===== config.mk =====
export PLATFORM = sky130hd
export DESIGN_NAME = kti_div
export DESIGN_NICKNAME = d
export VERILOG_FILES = /design/src/hdl/kti_pkg.sv /design/src/hdl/kti_div.sv
export SDC_FILE = /design/constraint.sdc
export NUM_CORES = 1
export LEC_CHECK = 0
export ABC_AREA = 1
export BUFFER_PORTS_ARGS = -buffer_cell sky130_fd_sc_hd__buf_4
export CAP_MARGIN = 5
export CORE_MARGIN = 2
export CORE_UTILIZATION = 58
export CTS_BUF_LIST = sky130_fd_sc_hd__clkbuf_8 sky130_fd_sc_hd__clkbuf_16
export CTS_CLUSTER_SIZE = 14
export DETAILED_ROUTE_END_ITERATION = 7
export PLACE_DENSITY_LB_ADDON = 0.3
export REMOVE_ABC_BUFFERS = 1
export SLEW_MARGIN = 10
export SYNTH_ARGS = -nofsm -noshare
export SYNTH_HDL_FRONTEND = slang
export SYNTH_SLANG_ARGS = --single-unit

===== constraint.sdc =====
create_clock -name clk -period 3.5 [get_ports clk]
set_input_delay 0.175 -clock clk [delete_from_list [all_inputs] [get_ports clk]]
set_output_delay 0.175 -clock clk [all_outputs]
set_load 0.01 [all_outputs]

===== src/hdl/kti_pkg.sv =====
// Shared types and constants for the keyframe track interpolator.
`timescale 1ns / 1ps
package kti_pkg;

  localparam int MAX_FRAMES = 1024;
  localparam int CHANNELS   = 26;
  localparam int FIDX_W     = 10;
  localparam int WADDR_W    = 15;
  localparam int TIME_W     = 22;
  localparam int CH_W       = 5;
  localparam int WORD_W     = 32;
  localparam int FRAC_W     = 16;

  localparam logic [1:0] CMD_TIME  = 2'd0;
  localparam logic [1:0] CMD_WORD  = 2'd1;
  localparam logic [1:0] CMD_QUERY = 2'd2;

  localparam logic [CH_W-1:0] LAST_CH     = 5'd25;
  localparam logic [CH_W-1:0] LAST_LERPCH = 5'd12;

  localparam logic [33:0] HALF_TURN  = 34'd46080;
  localparam logic [33:0] WRAP_BIAS  = 34'd4295024640;
  localparam logic [6:0]  TURN_STEPS = 7'd45;

  typedef struct packed {
    logic [1:0]               command;
    logic [FIDX_W-1:0]        frame_index;
    logic [CH_W-1:0]          channel_select;
    logic signed [WORD_W-1:0] word_value;
    logic [TIME_W-1:0]        time_ms;
  } kti_in_t;

  typedef struct packed {
    logic [CH_W-1:0]          channel_out;
    logic signed [WORD_W-1:0] sample_value;
    logic [TIME_W-1:0]        sample_time;
    logic                     last_channel;
  } kti_out_t;

  function automatic logic [WADDR_W-1:0] times26(input logic [FIDX_W-1:0] f);
    times26 = WADDR_W'({f, 4'b0}) + WADDR_W'({f, 3'b0}) + WADDR_W'({f, 1'b0});
  endfunction

endpackage


===== src/hdl/kti_div.sv =====
// Restoring divider producing the 16-bit interpolation fraction, one bit per cycle.
`timescale 1ns / 1ps
module kti_div (
  input  logic                        clk,
  input  logic                        rst,
  input  logic                        go,
  input  logic [kti_pkg::TIME_W-1:0]  offset,
  input  logic [kti_pkg::TIME_W-1:0]  span,
  output logic                        done,
  output logic [kti_pkg::FRAC_W-1:0]  quo
);
  import kti_pkg::*;

  logic [TIME_W-1:0] rem;
  logic [TIME_W-1:0] dvs;
  logic [4:0]        cnt;
  logic              run;
  logic [TIME_W:0]   sh;

  assign sh = {rem, 1'b0};

  always_ff @(posedge clk) begin
    if (rst) begin
      run  <= 1'b0;
      done <= 1'b0;
      cnt  <= 5'd0;
    end else begin
      done <= 1'b0;
      if (go) begin
        run <= 1'b1;
        cnt <= 5'(FRAC_W);
        rem <= offset;
        dvs <= span;
      end else if (run) begin
        if (sh >= {1'b0, dvs}) begin
          rem <= TIME_W'(sh - {1'b0, dvs});
          quo <= {quo[FRAC_W-2:0], 1'b1};
        end else begin
          rem <= sh[TIME_W-1:0];
          quo <= {quo[FRAC_W-2:0], 1'b0};
        end
        cnt <= cnt - 5'd1;
        if (cnt == 5'd1) begin
          run  <= 1'b0;
          done <= 1'b1;
        end
      end
    end
  end
endmodule


==> flow_summary.toml <==
[outcome]
status = "finished, final reports clean"

[finish]
fin_nets = 724
final_area_um2 = 5440
syn2layout_area_growth_pct = 22.86
utilization_pct = 74.21
final_common_cell = "nand2_1"
multiInputGateArea_um2 = 2076
finalNonFillerCells = 756
fill_cells = 571
n_antenna_cell = 0
seqCellArea_um2 = 1942
most-common-layout-cells = "nand2_1, inv_1, buf_4, edfxtp_1, nand3_1"
drive_gt1_share_pct = 17.81

[grt]
grt_use_met1_pct = 34.59
busiest_layer = "met2"
grt_overflow = 0
grtUsageMet3_pct = 5.560
grt_pass1_wl_um = 17920
grt_max_degree = 26
track_usage_pct = 27.31
grt_pass1_vias = 3881
use_met2_pct = 46.91
antenna_found_initial = 0

[yosys]
synth-seq-area-share_pct = 43.85
synth_edf_count = 60
yosys.area.top_type = "edfxtp_1"
yosys.area.top_type_share_pct = 40.69
ys_types = 33
avgSynthCellArea_um2 = 7.893
synth_warnings = 0
synth_cells = 561
yosys_most_used_dff = "edfxtp_1"
yosys_register_bits = 67
synthTopCellsByArea = "edfxtp_1, nand2_1, inv_1, ha_1, nand3_1"
syn_area_um2 = 4428
synthArstFlopShare_pct = 0

[flow_run]
drv_cap = 0

[routing]
via_per_inst = 5.149
first_iter_violations = 209
wl_per_cell_um = 14.24
vias = 3893
drt_wl_total_um = 10760
ant_nets = 0
drc = 0
firstDrtPassIters = 5

[worst_setup_path]
path_delay_family = "simple AND/OR/NAND/NOR gates"
cpMostUsedCell = "nand2_1"
end_kind = "register"
r2r_start = "rem[0]"
worstSetupPathType = "reg2reg"
cp_max_fo = 13
path_cells = "ha_1 > ha_1 > nand3_1 > nor2_1 > nand2_1 > nand2_1 > nor2_2 > buf_4 > nand3_1 > nand2_1 > clkinv_1 > nand2_1 > nand2_1"
critPathSlowestCell = "nor2_2"
critPathRequiredTime_ns = 3.61
cp.arrival_ns = 2.84
worst_path_largest_cell_delay_ns = 0.56
critPathLaunch = "rem[0]"
startpoint_type = "register"
worst-path-buf-inv = 2

[timing]
relSlewSlack_pct = 45.72
setup_viol = 0
tightest_slew_ns = 0.8133
fmax_mhz = 366.9
slew_violations = 0
timing_hold_violations_final = 0
tns_ns = 0
fin_crit_sh_pct = 77.86
fin_skew_ns = 0.009349
rsz0062_at_grt = "false"
fin_crit_ns = 2.725

[power_and_ir_drop]
power.internal_w = 0.001663
clkPwrFrac_pct = 28.6
ir_worst_vdd_v = 0.0003595
powerDensity_nw_per_um2 = 459.8
p_sw_share_pct = 33.51
p_total_w = 0.002501
p_seq_share_pct = 39.3
power.net_switching_w = 0.0008381
p_leak_nw = 2.659
combPwrFrac_pct = 32.1

[clocking]
cts.path.max_buffers = 2
post_cts_buffers = 0
clkTransAtPathRegs_ns = 0.07
clock_latency_ns = 0.35
cts_htree_levels = 3
root_buffer = "clkbuf_8"
cts.sinks = 67
numCtsBuffers = 9
tritoncts = "yes"
cts-resized-gates = 0

[place]
portBuffers = 63
post_dp_cell_area_um2 = 5002
place_congestion = 0.9443
dp.cells = 718
detailed_place_hpwl_um = 7760

[floorplanning]
die_area_um2 = 8349
coreArea_um2 = 7331
rows = 31
io_pins = 64
die_w_um = 91.38
die-height_um = 91.38
floorplan.initialDensity_pct = 60.40

[hold_path]
worstHoldStart = "rst"
hold_path.class = "in2reg"
layer usage:
| layer | up-vias | share of wire, % | wire length [µm] |
|---|---|---|---|
| li1 | 1977 | - | - |
| met1 | 1789 | 45 | 4841 |
| met2 | 116 | 49 | 5224 |
| met3 | 11 | 5.3 | 575 |
| met4 | 0 | 1.2 | 124 |
| met5 | - | 0 | 0 |
state kept, by name, indices dropped and copies added, names as in the netlist:
register  flops
dvs          22
rem          22
quo          16
cnt           5
done          1
run           1
cells in the mapped netlist, types with 3 or more instances:
master    count
xor2_1        3
clkbuf_1      5
ha_1         24
nor2_1       28
inv_2         3
buf_6         4
nand2_2      16
nor3_1        4
o21bai_1      3
edfxtp_1     60
a21oi_1      16
inv_1        86
o21ai_0       3
nand2_1     195
clkinv_1      3
nor2_2        5
xnor2_1       8
nand3_1      42
dfxtp_1       7
nand3b_1     26
nand4_1       3
cell type report:
type / count / area share (%)
clock inverters: 7 / 1.679
flip-flops and latches: 67 / 35.69
well taps: 99 / 2.277
repair buffers: 91 / 13.57
clock buffers: 9 / 2.277
inverters: 92 / 6.348
multi-input cells: 391 / 38.16
worst paths after layout:
kind | cells after the start | to | slack [ns]
min reg2reg | 0 | quo[11] | 0.47
max | 13 | rem[17] | 0.77
min | 2 | cnt[4] | 0.02
max reg2reg | 13 | rem[17] | 0.77
power groups by stage:
| stage | Combinational (W) | Sequential (W) | Clock [W] |
|---|---|---|---|
| global route | 0.000902 | 0.000991 | 0.000759 |
| CTS | 0.000796 | 0.000984 | 0.000729 |
| floorplan | 0.000561 | 0.000994 | 0 |
| detailed placement | 0.000770 | 0.00100 | 0 |
| global placement | 0.000754 | 0.000996 | 0 |
| finish | 0.000802 | 0.000984 | 0.000716 |
worst register-to-register path: stages (launching register included):
cell      delay [ns]
edfxtp_1        0.44
ha_1            0.36
ha_1            0.19
nand3_1         0.10
nor2_1          0.06
nand2_1         0.07
nand2_1         0.06
nor2_2          0.56
buf_4           0.34
nand3_1         0.10
nand2_1         0.08
clkinv_1        0.05
nand2_1         0.05
nand2_1         0.05
what timing repair did:
| action | 4_1_cts | 5_1_grt |
|---|---|---|
| setup endpoints to repair | 0 | 0 |
| hold endpoints to repair | 22 | 0 |
| hold buffers | 22 | 0 |
kinds of logic (layout without fill, tap and decap cells):
family | after synthesis | in the layout | synth area share, %
compound gates | 25 | 25 | 3.137
xor+xnor | 11 | 11 | 2.176
fa+ha+maj | 25 | 25 | 7.234
buf+inv | 103 | 199 | 9.466
flops | 67 | 67 | 43.85
simple gates | 330 | 330 | 34.13
metrics by stage:
stage          setup WS (ns)  hold slack [ns]
6_report              0.7748          0.01854
5_1_grt               0.5629          0.01346
4_1_cts               0.7865         0.001520
3_5_place_dp          0.8105           0.3543
3_3_place_gp          0.8596           0.3530
2_1_floorplan         0.7135           0.2444
Power figures use the tool's default switching activity.
