--- config.mk ---
export PLATFORM = sky130hd
export DESIGN_NAME = kti_lerp
export DESIGN_NICKNAME = d
export VERILOG_FILES = /design/src/hdl/kti_pkg.sv /design/src/hdl/kti_lerp.sv
export SDC_FILE = /design/constraint.sdc
export NUM_CORES = 2
export LEC_CHECK = 0
export BUFFER_PORTS_ARGS = -buffer_cell sky130_fd_sc_hd__buf_4
export CAP_MARGIN = 5
export CORE_ASPECT_RATIO = 2
export CORE_UTILIZATION = 60
export CTS_BUF_LIST = sky130_fd_sc_hd__clkbuf_4 sky130_fd_sc_hd__clkbuf_8
export DETAILED_ROUTE_END_ITERATION = 10
export PLACE_DENSITY = 0.78
export SKIP_CTS_REPAIR_TIMING = 1
export SYNTH_ARGS = -nofsm -noshare
export SYNTH_HDL_FRONTEND = slang
export SYNTH_SLANG_ARGS = --single-unit
--- constraint.sdc ---
create_clock -name clk -period 17.35 [get_ports clk]
set_input_delay 1.735 -clock clk [delete_from_list [all_inputs] [get_ports clk]]
set_output_delay 1.735 -clock clk [all_outputs]
set_load 0.03 [all_outputs]
--- src/hdl/kti_pkg.sv ---
// Shared types and constants for the keyframe track interpolator.
`timescale 1ns / 1ps
package kti_pkg;

  localparam int MAX_FRAMES = 1024;
  localparam int CHANNELS   = 26;
  localparam int FIDX_W     = 10;
  localparam int WADDR_W    = 15;
  localparam int TIME_W     = 22;
  localparam int CH_W       = 5;
  localparam int WORD_W     = 32;
  localparam int FRAC_W     = 16;

  localparam logic [1:0] CMD_TIME  = 2'd0;
  localparam logic [1:0] CMD_WORD  = 2'd1;
  localparam logic [1:0] CMD_QUERY = 2'd2;

  localparam logic [CH_W-1:0] LAST_CH     = 5'd25;
  localparam logic [CH_W-1:0] LAST_LERPCH = 5'd12;

  localparam logic [33:0] HALF_TURN  = 34'd46080;
  localparam logic [33:0] WRAP_BIAS  = 34'd4295024640;
  localparam logic [6:0]  TURN_STEPS = 7'd45;

  typedef struct packed {
    logic [1:0]               command;
    logic [FIDX_W-1:0]        frame_index;
    logic [CH_W-1:0]          channel_select;
    logic signed [WORD_W-1:0] word_value;
    logic [TIME_W-1:0]        time_ms;
  } kti_in_t;

  typedef struct packed {
    logic [CH_W-1:0]          channel_out;
    logic signed [WORD_W-1:0] sample_value;
    logic [TIME_W-1:0]        sample_time;
    logic                     last_channel;
  } kti_out_t;

  function automatic logic [WADDR_W-1:0] times26(input logic [FIDX_W-1:0] f);
    times26 = WADDR_W'({f, 4'b0}) + WADDR_W'({f, 3'b0}) + WADDR_W'({f, 1'b0});
  endfunction

endpackage

--- src/hdl/kti_lerp.sv ---
// Channel blend unit: difference, angle wrap, multiply by fraction, floor and saturate.
`timescale 1ns / 1ps
module kti_lerp (
  input  logic                               clk,
  input  logic                               rst,
  input  logic                               go,
  input  logic                               is_angle,
  input  logic signed [kti_pkg::WORD_W-1:0]  a,
  input  logic signed [kti_pkg::WORD_W-1:0]  b,
  input  logic [kti_pkg::FRAC_W-1:0]         frac,
  output logic                               done,
  output logic signed [kti_pkg::WORD_W-1:0]  value
);
  import kti_pkg::*;

  localparam logic [1:0] L_IDLE = 2'd0;
  localparam logic [1:0] L_MOD  = 2'd1;
  localparam logic [1:0] L_MUL  = 2'd2;
  localparam logic [1:0] L_ADD  = 2'd3;

  logic [1:0]         state;
  logic [1:0]         cnt;
  logic signed [31:0] a_q;
  logic signed [32:0] d_q;
  logic [23:0]        qsh;
  logic [5:0]         rem;
  logic [10:0]        low;
  logic signed [49:0] prod;
  logic signed [32:0] diff;
  logic [33:0]        xs;
  logic [6:0]         r_step [0:8];
  logic [16:0]        m;
  logic signed [33:0] sum;

  assign diff = 33'(b) - 33'(a);
  assign xs   = 34'(signed'(diff)) + HALF_TURN + WRAP_BIAS;
  assign m    = {r_step[8][5:0], low};
  assign sum  = 34'(a_q) + 34'(prod >>> FRAC_W);

  always_comb begin
    r_step[0] = {1'b0, rem};
    for (int i = 0; i < 8; i++) begin
      r_step[i+1] = {r_step[i][5:0], qsh[23-i]};
      if (r_step[i+1] >= TURN_STEPS) begin
        r_step[i+1] = r_step[i+1] - TURN_STEPS;
      end
    end
  end

  always_ff @(posedge clk) begin
    if (rst) begin
      state <= L_IDLE;
      done  <= 1'b0;
      cnt   <= 2'd0;
    end else begin
      done <= 1'b0;
      case (state)
        L_IDLE: begin
          if (go) begin
            a_q <= a;
            if (is_angle) begin
              qsh   <= {1'b0, xs[33:11]};
              low   <= xs[10:0];
              rem   <= 6'd0;
              cnt   <= 2'd2;
              state <= L_MOD;
            end else begin
              d_q   <= diff;
              state <= L_MUL;
            end
          end
        end
        L_MOD: begin
          rem <= r_step[8][5:0];
          qsh <= {qsh[15:0], 8'b0};
          cnt <= cnt - 2'd1;
          if (cnt == 2'd0) begin
            d_q   <= 33'(signed'({1'b0, m})) - 33'sd46080;
            state <= L_MUL;
          end
        end
        L_MUL: begin
          prod  <= d_q * signed'({1'b0, frac});
          state <= L_ADD;
        end
        L_ADD: begin
          if (sum > 34'sd2147483647) begin
            value <= 32'sh7FFFFFFF;
          end else if (sum < -34'sd2147483648) begin
            value <= 32'sh80000000;
          end else begin
            value <= sum[31:0];
          end
          done  <= 1'b1;
          state <= L_IDLE;
        end
        default: state <= L_IDLE;
      endcase
    end
  end
endmodule

==> flow_summary_export.csv <==
group,metric,value,unit
run_status,outcome,"finished clean",
yosys,ys_seq_area_share,17.8,%
route,via_per_inst,5.94,
timing,tightest_slew,1.10,ns
timing,max_freq,0.103,GHz
floorplan,num_io_pins,117,
setup_path,reg2regPathDepth,31,
route,routedWlPerCell,21.2,µm
final_layout,fill_cells,3967,
timing,rsz0062_at_grt,"no",
setup_path,end_kind,"flip-flop",
place,portBuffers,116,
floorplan,initial_core_util,61.1,%
setup_path,crit_arrival,10.02,ns
route,drtAntennaViolNets,0,
final_layout,layout-drive-gt1-share,7.29,%
timing,finalHoldViolations,0,
timing,fin_ws,7.60,ns
timing,setup_tns,0,ns
clocking,tritoncts,"built",
yosys,syn_inst,3166,
yosys,synth.cell_area,29600,µm²
yosys,ys_seq_elements,177,
yosys,syn_nets,3945,
route,drtIter0Drc,1537,
flow_run,cap_violations,0,
floorplan,die_w,159,µm
floorplan,rows,114,
yosys,synthArstFlopShare,0,%
final_layout,finalNetCount,3976,
clocking,htree_levels,4,
setup_path,slowest_delay,0.66,ns
setup_path,crit_path_top_delay_cell,"o41ai_1",
grt,grt_first_pass_wirelength,130000,µm
clocking,tritoncts.num_buffers,17,
yosys,ys.warnings.count,0,
floorplan,die_area,50300,µm²
floorplan,core_area,48500,µm²
timing,post-route-period-util,56.2,%
clocking,cts_root_buf,"clkbuf_8",
setup_path,cp_common_cell,"fa_1",
setup_path,crit_fanout,33,
worst_hold_path,hold_class,"reg -> reg",
timing,slew_violations,0,
clocking,clock_latency,0.52,ns
route,wl,81700,µm
route,dr.pass1.iters,9,
timing,skew,0.0294,ns
yosys,synth_flop_cell,"edfxtp_1",
place,hpwl,66300,µm
grt,grt_pass1_vias,25057,
timing,maxSlewHeadroom,26.4,%
floorplan,die_y,316,µm
timing,finalSetupViolations,0,
clocking,cts_max_path_buffers,2,
worst_hold_path,hold_path_depth,2,
place,place_ws,7.07,ns
clocking,clock-sinks,177,
yosys,synth-edff-count,172,
place,routabilityCongestion,0.941,
route,remaining_drc_errors,0,
clocking,path_clk_slew,0.11,ns
final_layout,syn2layout_area_growth,5.90,%
grt,grt_max_degree,78,
setup_path,worstSetupStartpointType,"primary input",
grt,antenna_found_initial,2,
setup_path,critPathRequiredTime,17.62,ns
grt,grt_use_total,34.1,%
yosys,synth.avg_cell_area,9.36,µm²
setup_path,critPathKind,"in -> reg",
yosys,synth_cell_types,100,
timing,layout_min_cycle_time,9.75,ns
final_layout,layout_common_cells,"inv_1, fa_1, nand2_1",
route,vias,22859,
grt,overflow,0,
final_layout,mostFrequentLayoutCell,"inv_1",
## stage by stage
stage / std cells / hold WS (ns) / area [µm²] / util (%)
after CTS: 3848 / 0.519 / 31400 / 64.7
after global routing: 3849 / 0.554 / 31400 / 64.7
after floorplan: 3166 / 0.456 / 29600 / -
final: 3850 / 0.530 / 31400 / 64.7
after detailed placement: 3816 / 0.502 / 31000 / 63.9
after global placement: 3816 / 0.468 / 31000 / 63.9
## flip-flops by register name, summed over array words and instances (netlist names)
signal / count
prod: 34
d_q: 33
a_q: 32
value: 32
qsh: 24
low: 11
rem: 6
cnt: 2
state: 2
done: 1
## metal layers
| metal | routed length, µm | GRT usage (%) | vias to the layer above |
|---|---|---|---|
| met5 | 13 | 0 | - |
| met4 | 9050 | 32.8 | 2 |
| met3 | 4120 | 4.41 | 436 |
| met2 | 43600 | 63.1 | 997 |
| met1 | 25000 | 32.1 | 11360 |
| li1 | - | - | 10064 |
## Yosys cell counts (18+ instances only)
| cell | n | area, µm² |
|---|---|---|
| nand3_1 | 43 | 215 |
| a211oi_1 | 22 | 165 |
| ha_1 | 192 | 2400 |
| xor2_1 | 33 | 289 |
| a21oi_1 | 86 | 430 |
| fa_1 | 503 | 10100 |
| o21ai_0 | 53 | 265 |
| a21o_1 | 60 | 450 |
| xnor2_1 | 79 | 692 |
| o21a_1 | 22 | 165 |
| or3_1 | 18 | 113 |
| clkbuf_1 | 108 | 405 |
| edfxtp_1 | 172 | 5160 |
| and2_1 | 217 | 1360 |
| and3_1 | 21 | 131 |
| nor3_1 | 62 | 310 |
| inv_1 | 614 | 2300 |
| nor2_1 | 149 | 559 |
| nand2_1 | 429 | 1610 |
## logic make-up after synthesis
logic type,share of synthesized area [%]
compound gates,9.92
xor+xnor,3.42
fa+ha+maj,42.1
buf+inv,9.45
flops,17.8
mux,1.06
simple gates,16.2
## worst paths after layout
| kind | from | slack (ns) | to |
|---|---|---|---|
| setup / recovery | frac[5] | 7.60 | prod[48]$_DFFE_PP_ |
| hold / removal | cnt[1]$_SDFFE_PP0P_ | 0.53 | cnt[1]$_SDFFE_PP0P_ |
| setup reg to reg | d_q[9]$_DFFE_PP_ | 8.17 | prod[48]$_DFFE_PP_ |
| hold reg to reg | cnt[1]$_SDFFE_PP0P_ | 0.53 | cnt[1]$_SDFFE_PP0P_ |
## area by class of cell
type,count,area (µm²),share of cell area [%]
Inverter,615,2310,7.36
Clock buffer,18,241,0.770
Sequential cell,177,5270,16.8
Tap cell,638,798,2.54
Timing Repair Buffer,132,991,3.16
Clock inverter,14,163,0.518
Multi-Input combinational cell,2254,21600,68.9
Antenna cell,2,5.00,0.0160
## worst max-delay path, delay by kind of cell
kind / cells / cell delay, ns
simple gates: 2 / 0.36
xor+xnor: 1 / 0.18
compound gates: 15 / 3.77
buf+inv: 7 / 0.75
fa+ha+maj: 7 / 3.21
Power is left out: the tool's default activity adds up to more than one toggle a clock period on the data nets, which glitch-free logic cannot reach.
